==> config.mk <==
export PLATFORM = sky130hd
export DESIGN_NAME = scalar_kalman_filter_unit
export DESIGN_NICKNAME = d
export VERILOG_FILES = /design/src/design/skf_pkg.sv /design/src/design/skf_divider.sv /design/src/design/scalar_kalman_filter_unit.sv
export SDC_FILE = /design/constraint.sdc
export NUM_CORES = 1
export LEC_CHECK = 0
export ABC_AREA = 0
export BUFFER_PORTS_ARGS = -buffer_cell sky130_fd_sc_hd__buf_2
export CAP_MARGIN = 25
export CORE_MARGIN = 5
export CORE_UTILIZATION = 40
export CTS_CLUSTER_DIAMETER = 150
export DETAILED_ROUTE_END_ITERATION = 10
export PLACE_DENSITY = 0.63
export SYNTH_ARGS = -nofsm -noshare
export SYNTH_HDL_FRONTEND = slang
export SYNTH_SLANG_ARGS = --single-unit
==> constraint.sdc <==
create_clock -name clk -period 7.9 [get_ports clk]
set_input_delay 0 -clock clk [delete_from_list [all_inputs] [get_ports clk]]
set_output_delay 0 -clock clk [all_outputs]
set_load 0.02 [all_outputs]
==> src/design/skf_pkg.sv <==
// Shared constants and register codes for the scalar Kalman filter unit.
package skf_pkg;

  localparam int DEF_SAMPLE_BITS = 16;
  localparam int DEF_FRAC_BITS   = 16;
  localparam int CFG_INDEX_BITS  = 1;

  typedef enum logic [CFG_INDEX_BITS-1:0] {
    REG_PROCESS_NOISE     = 1'b0,
    REG_MEASUREMENT_NOISE = 1'b1
  } cfg_reg_t;

endpackage

==> src/design/skf_divider.sv <==
// Restoring divider that forms the filter gain one quotient bit per cycle.
module skf_divider import skf_pkg::*; #(
  parameter int FRAC_BITS = DEF_FRAC_BITS
) (
  input  logic                 clk,
  input  logic                 rst,
  input  logic                 start,
  input  logic [FRAC_BITS+1:0] pred,
  input  logic [FRAC_BITS+1:0] noise,
  output logic                 done,
  output logic [FRAC_BITS-1:0] gain
);

  localparam int F     = FRAC_BITS;
  localparam int CNT_W = $clog2(F + 1);

  logic             busy;
  logic [CNT_W-1:0] cnt;
  logic [F+2:0]     denom;
  logic [F+3:0]     rem;
  logic [F:0]       quo;

  logic         ge;
  logic [F+3:0] rem_sub;
  logic [F+3:0] rem_keep;
  logic [F+3:0] rem_next;
  logic [F:0]   quo_next;

  // One trial subtraction per cycle; the remainder is shifted for the next bit.
  assign ge       = rem >= {1'b0, denom};
  assign rem_sub  = rem - {1'b0, denom};
  assign rem_keep = ge ? rem_sub : rem;
  assign rem_next = {rem_keep[F+2:0], 1'b0};
  assign quo_next = {quo[F-1:0], ge};

  always_ff @(posedge clk) begin
    if (rst) begin
      busy <= 1'b0;
      done <= 1'b0;
    end else begin
      done <= 1'b0;
      if (start) begin
        busy  <= 1'b1;
        denom <= {1'b0, pred} + {1'b0, noise};
        rem   <= {2'b00, pred};
        cnt   <= CNT_W'(F);
      end else if (busy) begin
        rem <= rem_next;
        quo <= quo_next;
        if (cnt == '0) begin
          busy <= 1'b0;
          done <= 1'b1;
          // A zero divisor gives no gain; a quotient of exactly one saturates.
          if (denom == '0) begin
            gain <= '0;
          end else if (quo_next[F]) begin
            gain <= '1;
          end else begin
            gain <= quo_next[F-1:0];
          end
        end else begin
          cnt <= cnt - 1'b1;
        end
      end
    end
  end

endmodule

==> src/design/scalar_kalman_filter_unit.sv <==
// Top level of the scalar Kalman filter unit: control, serial multipliers and state.
//
// The unit filters a stream of signed sensor samples. A sample beat is taken on
// the input channel when in_valid is high and in_stall is low; in_stall stays
// high while a sample is being worked on, so one sample is in flight at a time.
// Each sample produces exactly one beat on the output channel carrying the new
// estimate, rounded half up to an integer.
//
// From acceptance to the output register, one sample runs the predict step and the
// divider load, then FRAC_BITS + 1 divider steps for the gain, one quotient bit
// per cycle, then FRAC_BITS steps of the two shift-add multipliers side by side,
// then the update and output steps. The next sample can be taken in the cycle
// after the result is registered; no new sample is taken before the last is through.
//
// The finished estimate sits in an output register. If the receiver stalls,
// that beat holds, and the next sample is still accepted and worked on; it only
// waits at its last step until the output register is free.
//
// Reset (rst, synchronous, active high) clears the estimate to zero, sets the covariance to
// 1.0 and loads the default noise registers. The noise registers are written through
// cfg_write/cfg_index/cfg_data by the user only while the unit is idle; the block does not enforce it.
module scalar_kalman_filter_unit import skf_pkg::*; #(
  parameter int SAMPLE_BITS = DEF_SAMPLE_BITS,
  parameter int FRAC_BITS   = DEF_FRAC_BITS
) (
  input  logic                          clk,
  input  logic                          rst,
  input  logic                          in_valid,
  output logic                          in_stall,
  input  logic signed [SAMPLE_BITS-1:0] measurement,
  output logic                          out_valid,
  input  logic                          out_stall,
  output logic signed [SAMPLE_BITS-1:0] estimate,
  input  logic                          cfg_write,
  input  logic [CFG_INDEX_BITS-1:0]     cfg_index,
  input  logic [FRAC_BITS+1:0]          cfg_data
);

  localparam int S      = SAMPLE_BITS;
  localparam int F      = FRAC_BITS;
  localparam int COV_W  = F + 2;
  localparam int EST_W  = S + F;
  localparam int DIFF_W = EST_W + 1;
  localparam int ACC_W  = EST_W + 2;
  localparam int MCNT_W = $clog2(F);

  // Default noise values: 0.009 and 0.10 in Q2.F, rounded to nearest.
  localparam longint ONE_L   = longint'(1) << F;
  localparam longint Q_RST_L = (ONE_L * 9 + 500) / 1000;
  localparam longint R_RST_L = (ONE_L + 5) / 10;

  localparam logic [COV_W-1:0] COV_ONE = {2'b01, {F{1'b0}}};
  localparam logic [COV_W-1:0] Q_RESET = COV_W'(Q_RST_L);
  localparam logic [COV_W-1:0] R_RESET = COV_W'(R_RST_L);
  localparam logic [EST_W-1:0] HALF    = EST_W'(ONE_L >> 1);

  typedef enum logic [2:0] {
    S_IDLE,
    S_PRED,
    S_DIV,
    S_MUL,
    S_UPD,
    S_FIN
  } state_t;

  state_t state;

  // Configuration and filter state.
  logic [COV_W-1:0]        process_noise;
  logic [COV_W-1:0]        measurement_noise;
  logic signed [EST_W-1:0] est;
  logic [COV_W-1:0]        cov;

  // Per-sample working registers.
  logic signed [S-1:0]      meas_r;
  logic [COV_W-1:0]         pred;
  logic signed [DIFF_W-1:0] diff;
  logic [F-1:0]             gain_sh;
  logic [F-1:0]             om_sh;
  logic                     om_top;
  logic signed [ACC_W-1:0]  acc_e;
  logic [COV_W-1:0]         acc_c;
  logic [MCNT_W-1:0]        mcnt;
  logic                     div_start;

  logic         div_done;
  logic [F-1:0] div_gain;

  logic [COV_W:0]          pred_sum;
  logic [F:0]              om_full;
  logic signed [ACC_W-1:0] acc_e_sum;
  logic signed [ACC_W-1:0] acc_e_next;
  logic [COV_W:0]          acc_c_sum;
  logic [EST_W-1:0]        est_rnd;

  skf_divider #(
    .FRAC_BITS(FRAC_BITS)
  ) u_div (
    .clk   (clk),
    .rst   (rst),
    .start (div_start),
    .pred  (pred),
    .noise (measurement_noise),
    .done  (div_done),
    .gain  (div_gain)
  );

  assign in_stall = (state != S_IDLE);

  assign pred_sum = {1'b0, cov} + {1'b0, process_noise};
  assign om_full  = {1'b1, {F{1'b0}}} - {1'b0, div_gain};

  // Estimate product: add the difference when the gain bit is set, then an
  // arithmetic shift right, so after F steps the accumulator holds the floor.
  assign acc_e_sum  = acc_e + (gain_sh[0] ? {diff[DIFF_W-1], diff} : ACC_W'(0));
  assign acc_e_next = {acc_e_sum[ACC_W-1], acc_e_sum[ACC_W-1:1]};

  // Covariance product: (1 - gain) * pred, same shift-add scheme, unsigned.
  assign acc_c_sum = {1'b0, acc_c} + {1'b0, (om_sh[0] ? pred : COV_W'(0))};

  assign est_rnd = est + HALF;

  always_ff @(posedge clk) begin
    if (rst) begin
      state             <= S_IDLE;
      out_valid         <= 1'b0;
      div_start         <= 1'b0;
      est               <= '0;
      cov               <= COV_ONE;
      process_noise     <= Q_RESET;
      measurement_noise <= R_RESET;
    end else begin
      div_start <= 1'b0;
      if (out_valid && !out_stall) begin
        out_valid <= 1'b0;
      end

      if (cfg_write) begin
        unique case (cfg_reg_t'(cfg_index))
          REG_PROCESS_NOISE:     process_noise     <= cfg_data;
          REG_MEASUREMENT_NOISE: measurement_noise <= cfg_data;
        endcase
      end

      unique case (state)
        S_IDLE: begin
          if (in_valid) begin
            meas_r <= measurement;
            state  <= S_PRED;
          end
        end
        S_PRED: begin
          // Predicted covariance saturates at the top of Q2.F.
          pred      <= pred_sum[COV_W] ? '1 : pred_sum[COV_W-1:0];
          diff      <= {meas_r[S-1], meas_r, {F{1'b0}}} - {est[EST_W-1], est};
          div_start <= 1'b1;
          state     <= S_DIV;
        end
        S_DIV: begin
          if (div_done) begin
            gain_sh <= div_gain;
            om_sh   <= om_full[F-1:0];
            om_top  <= om_full[F];
            acc_e   <= '0;
            acc_c   <= '0;
            mcnt    <= MCNT_W'(F - 1);
            state   <= S_MUL;
          end
        end
        S_MUL: begin
          acc_e   <= acc_e_next;
          acc_c   <= acc_c_sum[COV_W:1];
          gain_sh <= gain_sh >> 1;
          om_sh   <= om_sh >> 1;
          if (mcnt == '0) begin
            state <= S_UPD;
          end else begin
            mcnt <= mcnt - 1'b1;
          end
        end
        S_UPD: begin
          // The new estimate lies between the old one and the sample.
          est   <= est + acc_e[EST_W-1:0];
          cov   <= om_top ? pred : acc_c;
          state <= S_FIN;
        end
        S_FIN: begin
          if (!out_valid || !out_stall) begin
            estimate  <= est_rnd[EST_W-1:F];
            out_valid <= 1'b1;
            state     <= S_IDLE;
          end
        end
        default: state <= S_IDLE;
      endcase
    end
  end

  // The divider only reports a gain while the controller is waiting for it.
  a_div_done_in_div: assert property (@(posedge clk) disable iff (rst)
    div_done |-> state == S_DIV)
    else $error("gain delivered outside the divide phase");

  a_div_done_to_mul: assert property (@(posedge clk) disable iff (rst)
    div_done |=> state == S_MUL)
    else $error("controller did not start the multiply after the gain");

  // (1 - gain) * pred can never grow past pred.
  a_cov_bounded: assert property (@(posedge clk) disable iff (rst)
    state == S_MUL |-> acc_c <= pred)
    else $error("covariance accumulator exceeds the predicted covariance");

  a_out_from_fin: assert property (@(posedge clk) disable iff (rst)
    $rose(out_valid) |-> $past(state) == S_FIN)
    else $error("output beat raised outside the final step");

endmodule

== Yosys cells after proc, flatten, opt, wreduce, memory -nomap -nowiden ==
Index checks and enable logic that the tools add are counted.
Operators by class
  bitwise gates (word level): 4
  eq/ne operators: 11
  mux-type cells: 33
  add/sub/neg operators: 11
  $lt $le $gt $ge: 1
  reduce and logical (&&, ||, !) cells: 26
Operator list (count)
  two-way mux 18 bit: 4
  two-way mux 34 bit: 2
  case mux 34 bit (2 select lines): 1
  case mux 16 bit (2 select lines): 2
  adder 18 x 18 -> 19 bit: 3
  two-way mux 16 bit: 3
  case mux 18 bit (2 select lines): 1
  adder 34 bit: 1
  subtractor 32 x 32 -> 33 bit: 1
  adder 32 x 16 -> 32 bit (second input constant): 1
  adder 32 bit: 1
  >= comparator 20 x 19 -> 1 bit: 1
  two-way mux 20 bit: 1
  logical NOT 19 bit: 1
  two-way mux 19 bit: 1
  subtractor 19 bit: 1
  case mux 3 bit (6 select lines): 1
  AND reduction 3 bit: 6
  subtractor 17 x 16 -> 17 bit (first input constant): 1
  two-way mux 3 bit: 4
  AND reduction 4 bit: 3
  two-way mux 5 bit: 2
  != test 2 bit (second input constant): 5
  AND reduction 2 bit: 5
  other kinds (19): 34
Storage, ports and cells
  flip-flop bits (word level): 341
  output and inout port bits: 18
  logic and storage cells: 111

== Depth between registers and ports, before layout ==
Gate-level depths: netlist of run 1.
  depth after elaboration: 5
  depth in mapped cells: 15
  depth with buffers taken out: 13

== By module ==
Synthesis of run 1 repeated with hierarchy kept, for this count alone.
Second synthesis, totals
  cell total of the unflattened synthesis: 2183
  area total of the unflattened synthesis: 20931.3 µm²
Modules (own cells, without submodules)
  scalar_kalman_filter_unit: cells an instance 1667, times used 1, area an instance 15690.0 µm², seq. area each 6956.7 µm²
  skf_divider: cells an instance 516, times used 1, area an instance 5241.3 µm², seq. area each 2322.2 µm²

== Worst setup path after synthesis of run 1 ==
OpenSTA, ideal clock, no wires.
  path type: reg2reg
  start: reg state[1]
  end: reg acc_c[0] (enable)
  period minus slack after synthesis: 4.827 ns
  path slack: 3.073 ns
  arrival: 4.302 ns
  library setup time: 0.525 ns
  buffers on the path: 0
  stages on the path, launching flop included: 5
  cell sequence: dfxtp_1 inv_1 nor2_1 o21ai_0 nor2_1
Between the ends
  word-level cells in the longest chain between the ends: 3
  elaborated cells between the ends (all ways): 5
  classes of those cells: eq/ne (3); reduce/logical (2)
RTL lines
  start: declaration: line scalar_kalman_filter_unit.sv:66  | state_t state;
  start signal: assignment: line scalar_kalman_filter_unit.sv:125  | state <= S_IDLE;
  start signal: assignment: line scalar_kalman_filter_unit.sv:149  | state <= S_PRED;
  start signal: assignment: line scalar_kalman_filter_unit.sv:157  | state <= S_DIV;
  == test 3 x 2 -> 1 bit: line scalar_kalman_filter_unit.sv:145  | unique case (state)
  != test 2 x 1 -> 1 bit (no line) or nonzero test 2 bit (tied branches)
  AND reduction 3 bit (no line) *
  end signal: assignment: line scalar_kalman_filter_unit.sv:172  | acc_c <= acc_c_sum[COV_W:1];
  end: declaration: line scalar_kalman_filter_unit.sv:82  | logic [COV_W-1:0] acc_c;
Mark *: on every way between the ends. The rest lies on a longest branch, timed or not.
A chain may end at the register's enable or synchronous reset.

== Worst setup path in the final report of run 1 ==
  start: reg gain_sh[0]
  end: reg acc_e[30] (data pin)
Between the ends
  word-level cells in the longest chain between the ends: 3
RTL lines
  start: declaration: line scalar_kalman_filter_unit.sv:78  | logic [F-1:0] gain_sh;
  start signal: assignment: line scalar_kalman_filter_unit.sv:161  | gain_sh <= div_gain;
  start signal: assignment: line scalar_kalman_filter_unit.sv:173  | gain_sh <= gain_sh >> 1;
  two-way mux 34 bit: line scalar_kalman_filter_unit.sv:115  | assign acc_e_sum = acc_e + (gain_sh[0] ? {diff[DIFF_W-1], diff} : ACC_W'(0));
  adder 34 bit: line scalar_kalman_filter_unit.sv:115
  case mux 34 bit (2 select lines): line scalar_kalman_filter_unit.sv:145
  end signal: assignment: line scalar_kalman_filter_unit.sv:171  | acc_e <= acc_e_next;
  end: declaration: line scalar_kalman_filter_unit.sv:81  | logic signed [ACC_W-1:0] acc_e;
No other way between the ends.

==> results of run 1 <==
report_power, final:
part	switching (mW)	internal (mW)
logic	0.239	0.176
registers	0.0401	1.97
clock network	0.763	1.10
total	1.04	3.25
cell families after synthesis:
group / Yosys count
AO/OA/AOI/OAI: 506
flip-flops: 340
AND/OR/NAND/NOR: 776
XOR/XNOR: 163
buffers and inverters: 151
adder cells (fa/ha/maj): 162
multiplexers: 26
per-stage QoR:
step	hold WS (ns)	util [%]	total power, mW	setup WS, ns
after floorplan	0.09887	-	2.331	3.073
after global placement	0.1777	42.41	2.429	3.968
after detailed placement	0.1787	42.44	2.441	3.948
after CTS	0.07817	45.86	4.333	3.922
after global routing	0.1414	45.95	4.465	3.535
final	0.1463	45.95	4.292	4.021
final cells by class:
cell class              count  area [µm²]
repair buffers            111       820.8
well taps                 672       840.8
multi-input cells        1633       10590
clock buffers              55        1170
clock inverters            19       162.7
flip-flops and latches    340        9279
fillers                  4713       27230
inverters                  76       285.3
flip-flops by register name, summed over array words and instances (netlist names), 18 cells and up:
signal,cells
acc_c,18
acc_e,33
cov,18
diff,33
est,32
measurement_noise,18
pred,18
process_noise,18
u_div.denom,19
u_div.rem,20
path summary, 6_finish.rpt:
| kind | start | to | slack [ns] |
|---|---|---|---|
| setup / recovery | gain_sh[0] | acc_e[30] | 4.02 |
| hold / removal | measurement[12] | meas_r[12] | 0.15 |
| setup reg to reg | gain_sh[0] | acc_e[30] | 4.02 |
| hold reg to reg | u_div.quo[7] | u_div.quo[8] | 0.44 |
what timing repair did:
action,in CTS,in global routing
endpoints found under the hold margin,70,2
endpoints found under the setup margin,0,0
hold buffers,39,1
resized for setup,0,0
layer usage:
| layer | vias to the layer above | global-route usage, % | part of all wire (%) |
|---|---|---|---|
| li1 | 7832 | - | - |
| met4 | 0 | 5.700 | 3.1 |
| met1 | 7595 | 24.33 | 47 |
| met5 | - | 0 | 0 |
| met2 | 357 | 28.22 | 45 |
| met3 | 89 | 2.909 | 5.1 |
worst max-delay path, stage by stage (launching register included):
cell,delay (ns)
edfxtp_1,0.96
and2_1,0.24
ha_1,0.27
a2111oi_2,0.47
a211oi_1,0.17
o21ai_0,0.41
a21boi_0,0.20
o41ai_1,0.52
o41ai_1,0.14
xnor2_1,0.14
nor2_1,0.05
cell usage in the layout, fill, tap and decap left out, types with 15 or more instances in the layout:
cell	netlist	final
o21ai_0	83	83
nor4_1	16	15
a21oi_1	182	182
nor2b_1	16	16
o21a_1	22	22
nor2_1	217	216
ha_1	156	156
dfxtp_1	93	93
and3_1	23	22
clkbuf_16	0	42
dlygate4sd3_1	0	40
xor2_1	67	67
a211oi_1	33	33
xnor2_1	96	96
and2_1	66	65
edfxtp_1	247	247
nor3_1	41	41
mux2i_1	22	22
nand2_1	275	274
a21o_1	67	67
nand4_1	16	16
inv_1	75	75
a31oi_1	19	19
buf_2	2	56
nand3_1	41	41
nand2b_1	22	22
==> run metrics, run 1 <==
asr flop ratio synth=0%; area grow syn2layout=13.35%; Arrival @ worst endpoint=4.16 ns; routed wire length=50420 µm; Avg Cell Area, Syn=9.615 µm²; Synth Area in XOR/XNOR=6.991%; Worst Tran Pin Value=1.004 ns; most frequent cell after synthesis=nand2_1; biggest fanout along the worst timing path=34; mapped cell area=20420 µm²; largest net degree at the start of global routing=64; EDFF count, synth=247; Post-Synth Adder-Cell Area=10.15%; vias in the first global route=15562; layout cells sized above 1=7.431%; clk sinks=340; crit path launch type=flip-flop; hpwl dp=36020 µm; Synth area leaders=edfxtp_1, ha_1, dfxtp_1, nand2_1, a21oi_1; Synth Area in Compound Gates=15.81%; Post-Layout Cell Count=2906; FF-to-FF path depth=10; RSZ-0062 raised after global routing=false; post-synth top area share=36.32%; Root Driver=clkbuf_16; Layout Skew=0.03840 ns; Post-Syn Instances=2124; top_reg_cell synth=edfxtp_1; Final setup viols=0; initial DRC count=1117; CTS buffer count=40; Rows=82; status=finished clean; fin crit share=49.10%; register bit total from synthesis=340; VDD IR max=140.5 µV; mux cell area share after synthesis=1.299%; Synthesized Nets=2326; Initial Utilization=40.54%; kind of critical path=flip-flop to flip-flop; Final Hold Fails=0; Nets=2404; post-placement cell count=2790; max cap viols=0; Unique masters post-synth=74; via density per instance=5.462; Post-CTS Setup Bufs=0; DRC=0; CTS H-Tree Depth=2; Pre-Repair DR Iteration Count=5; max_slew headroom=33.09%; remaining global-route overflow=0; Placed Area=21380 µm²; Final min period=3.879 ns; CTS tree=yes; first-pass GRT wire length=81120 µm; CP required=8.18 ns; post-synth top area cell=edfxtp_1; die width=236.0 µm; wire per inst=17.35 µm; Max clock buf depth=3; Worst Hold Path Cells=2; GRT Total Usage=17.56%; antenna cells=0; Via Count=15873; largest family of logic cells by synthesized area=simple AND/OR/NAND/NOR gates; Clock Latency Late Sink=0.57 ns; CP Capture Type=flip-flop; most instantiated cells after synthesis=nand2_1, edfxtp_1, nor2_1; simple-gate share of the synthesized area=17.50%; Leakage Power=9.127 nW; post-route design area=23150 µm²; die height=236.0 µm; Cell Pwr Density=185.4 nW/µm²; routability cong.=0.8552; Port-buffer cells=57; I/O pin cnt=58; die area=55670 µm²; post-route ant nets=0; CTS clk-pin slew, worst paths=0.06 ns; setup TNS=0 ns; register area share after synthesis=45.44%; fin. max-slew vios=0; synth warn=0; core area=50380 µm²; min-delay worst type=input pin to flip-flop; antenna violations before repair=0; Max Clk Rate=257.8 MHz
Note: power is estimated with default switching activity, not from simulation.
==> inputs of run 2 (changes only) <==
==> constraint.sdc (replaced) <==
create_clock -name clk -period 3.7 [get_ports clk]
set_input_delay 0 -clock clk [delete_from_list [all_inputs] [get_ports clk]]
set_output_delay 0 -clock clk [all_outputs]
set_load 0.02 [all_outputs]
==> run metrics, run 2 (synthesis results as in run 1) <==
Clk pwr share=45.5% (+2.0 points); max cap viols=0 (unchanged); CTS H-Tree Depth=2 (unchanged); GRT Total Usage=17.57% (about the same); Initial Utilization=40.54% (unchanged); biggest fanout along the worst timing path=6 (-82%); most frequent cells in the layout=nand2_1, edfxtp_1, nor2_1; Layout Skew=0.02019 ns (-0.01821 ns); CP max stage delay=0.64 ns (-0.32 ns); Leakage Power=9.286 nW (+1.7%); core area=50380 µm² (unchanged); Worst Tran Pin Value=0.8938 ns (-0.1099 ns); Rows=82 (unchanged); crit-path cells=inv_1, ha_1, or4b_2, nor4_4, nand2_1, a21oi_1, o41ai_1, o21ai_1, o41a_1, a2111oi_0, a21o_1; Comb power frac=9.5% (-0.2 points); CTS tree=yes; RSZ-0062 raised after global routing=false; status=finished clean; slowest CP cell=o41ai_1; CTS clk-pin slew, worst paths=0.06 ns (about the same); layout cells sized above 1=8.337% (+0.91 points); largest registers=acc_e: 33 flops, diff: 33 flops, est: 32 flops; Pre-Repair DR Iteration Count=5 (unchanged); kind of critical path=flip-flop to flip-flop; Post-CTS Setup Bufs=0 (unchanged); Nets=2426 (+0.92%); Max clock buf depth=3 (unchanged); I/O pin cnt=58 (unchanged); die area=55670 µm² (unchanged); VDD IR max=272.3 µV (+94%); area grow syn2layout=14.79%; wire per inst=17.08 µm (-1.6%); fin. max-slew vios=0 (unchanged); die width=236.0 µm (unchanged); Worst Hold Margin=0.1547 ns (+0.008452 ns); routability cong.=0.8807 (+3.0%); initial DRC count=1106 (-0.98%); setup TNS=0 ns (unchanged); die height=236.0 µm (unchanged); Final Hold Fails=0 (unchanged); CTS buffer count=41 (+2.5%); via density per instance=5.414 (-0.89%); remaining global-route overflow=0 (unchanged); clk sinks=340 (unchanged); routed wire length=50000 µm (-0.82%); Final setup viols=0 (unchanged); min-delay worst type=input pin to flip-flop; register share of total power=45.0% (-1.8 points); crit path launch type=flip-flop; vias in the first global route=15402 (-1.0%); fillers=4691 (-0.47%); Cell Pwr Density=405.7 nW/µm² (+120%); hpwl dp=36140 µm (+0.34%); Internal=7.298 mW (+120%); Port-buffer cells=57 (unchanged); Clock Latency Late Sink=0.56 ns (about the same); sw frac=23.28% (-1.0 points); fin crit share=96.09% (+47 points); P_sw=2.214 mW (+110%); CP Capture Type=flip-flop; Final min period=3.555 ns (-0.3235 ns); post-route ant nets=0 (unchanged); Via Count=15851 (-0.14%); max_slew headroom=40.42% (+7.3 points); most common cell after layout, fill and taps aside=nand2_1; Root Driver=clkbuf_16; first-pass GRT wire length=81320 µm (+0.24%); DRC=0 (unchanged); CP required=4.12 ns (-4.06 ns); largest net degree at the start of global routing=61 (-4.7%); antenna violations before repair=1 (+1); Arrival @ worst endpoint=3.97 ns (-0.19 ns); Max Clk Rate=281.3 MHz (+9.1%)
## run 2: timing repair
item	CTS	global route
endpoints found under the hold margin	72	1
gates resized for setup	1	4
setup endpoints to repair	1	4
hold buffers	38	1
## run 2: area by class of cell
class	instances	area, µm²	share of cell area (%)
Antenna cell	1	2.502	0.01067
Clock inverter	22	344.1	1.468
Sequential cell	340	9279	39.58
Multi-Input combinational cell	1633	10620	45.31
Timing Repair Buffer	132	980.9	4.184
Inverter	76	285.3	1.217
Tap cell	672	840.8	3.587
Clock buffer	52	1087	4.638
## run 2: final timing paths
path,startpoint,endpoint,slack [ns],cells after the start
max reg2reg,est[16],diff[32],0.14,11
max,est[16],diff[32],0.14,11
min,measurement[3],meas_r[3],0.15,2
min reg2reg,u_div.quo[13],u_div.quo[14],0.45,0
## run 2: metal layers
| metal | part of all wire, % | vias to the layer above | GRT usage (%) |
|---|---|---|---|
| met1 | 47 | 7578 | 24.81 |
| met5 | 0 | - | 0 |
| met3 | 4.8 | 69 | 2.652 |
| li1 | - | 7866 | - |
| met2 | 46 | 338 | 28.44 |
| met4 | 2.2 | 0 | 4.557 |
## run 2: stage by stage
stage	utilization (%)	setup WS [ns]	cell area, µm²	instances	power, mW
3_5_place_dp	42.83	0.03154	21580	2813	5.218
2_1_floorplan	-	0.2467	20420	2124	4.975
6_report	46.54	0.1445	23440	2928	9.512
4_1_cts	46.44	0.1636	23400	2925	9.605
5_1_grt	46.53	0.02547	23440	2927	9.892
3_3_place_gp	42.78	0.09171	21550	2812	5.199
## run 2: worst max-delay path: cells and delay by family, from the launching register on
kind | cells | cell delay (ns)
buf+inv | 1 | 0.08
flops | 1 | 0.46
compound gates | 6 | 2.01
simple gates | 3 | 0.50
fa+ha+maj | 1 | 0.34
## run 2: power by group through the flow
stage | sequential, mW | clock (mW) | combinational (mW)
2_1_floorplan | 4.32 | 0 | 0.653
3_3_place_gp | 4.36 | 0 | 0.838
3_5_place_dp | 4.36 | 0 | 0.858
4_1_cts | 4.28 | 4.43 | 0.896
5_1_grt | 4.29 | 4.59 | 1.01
6_report | 4.28 | 4.33 | 0.903
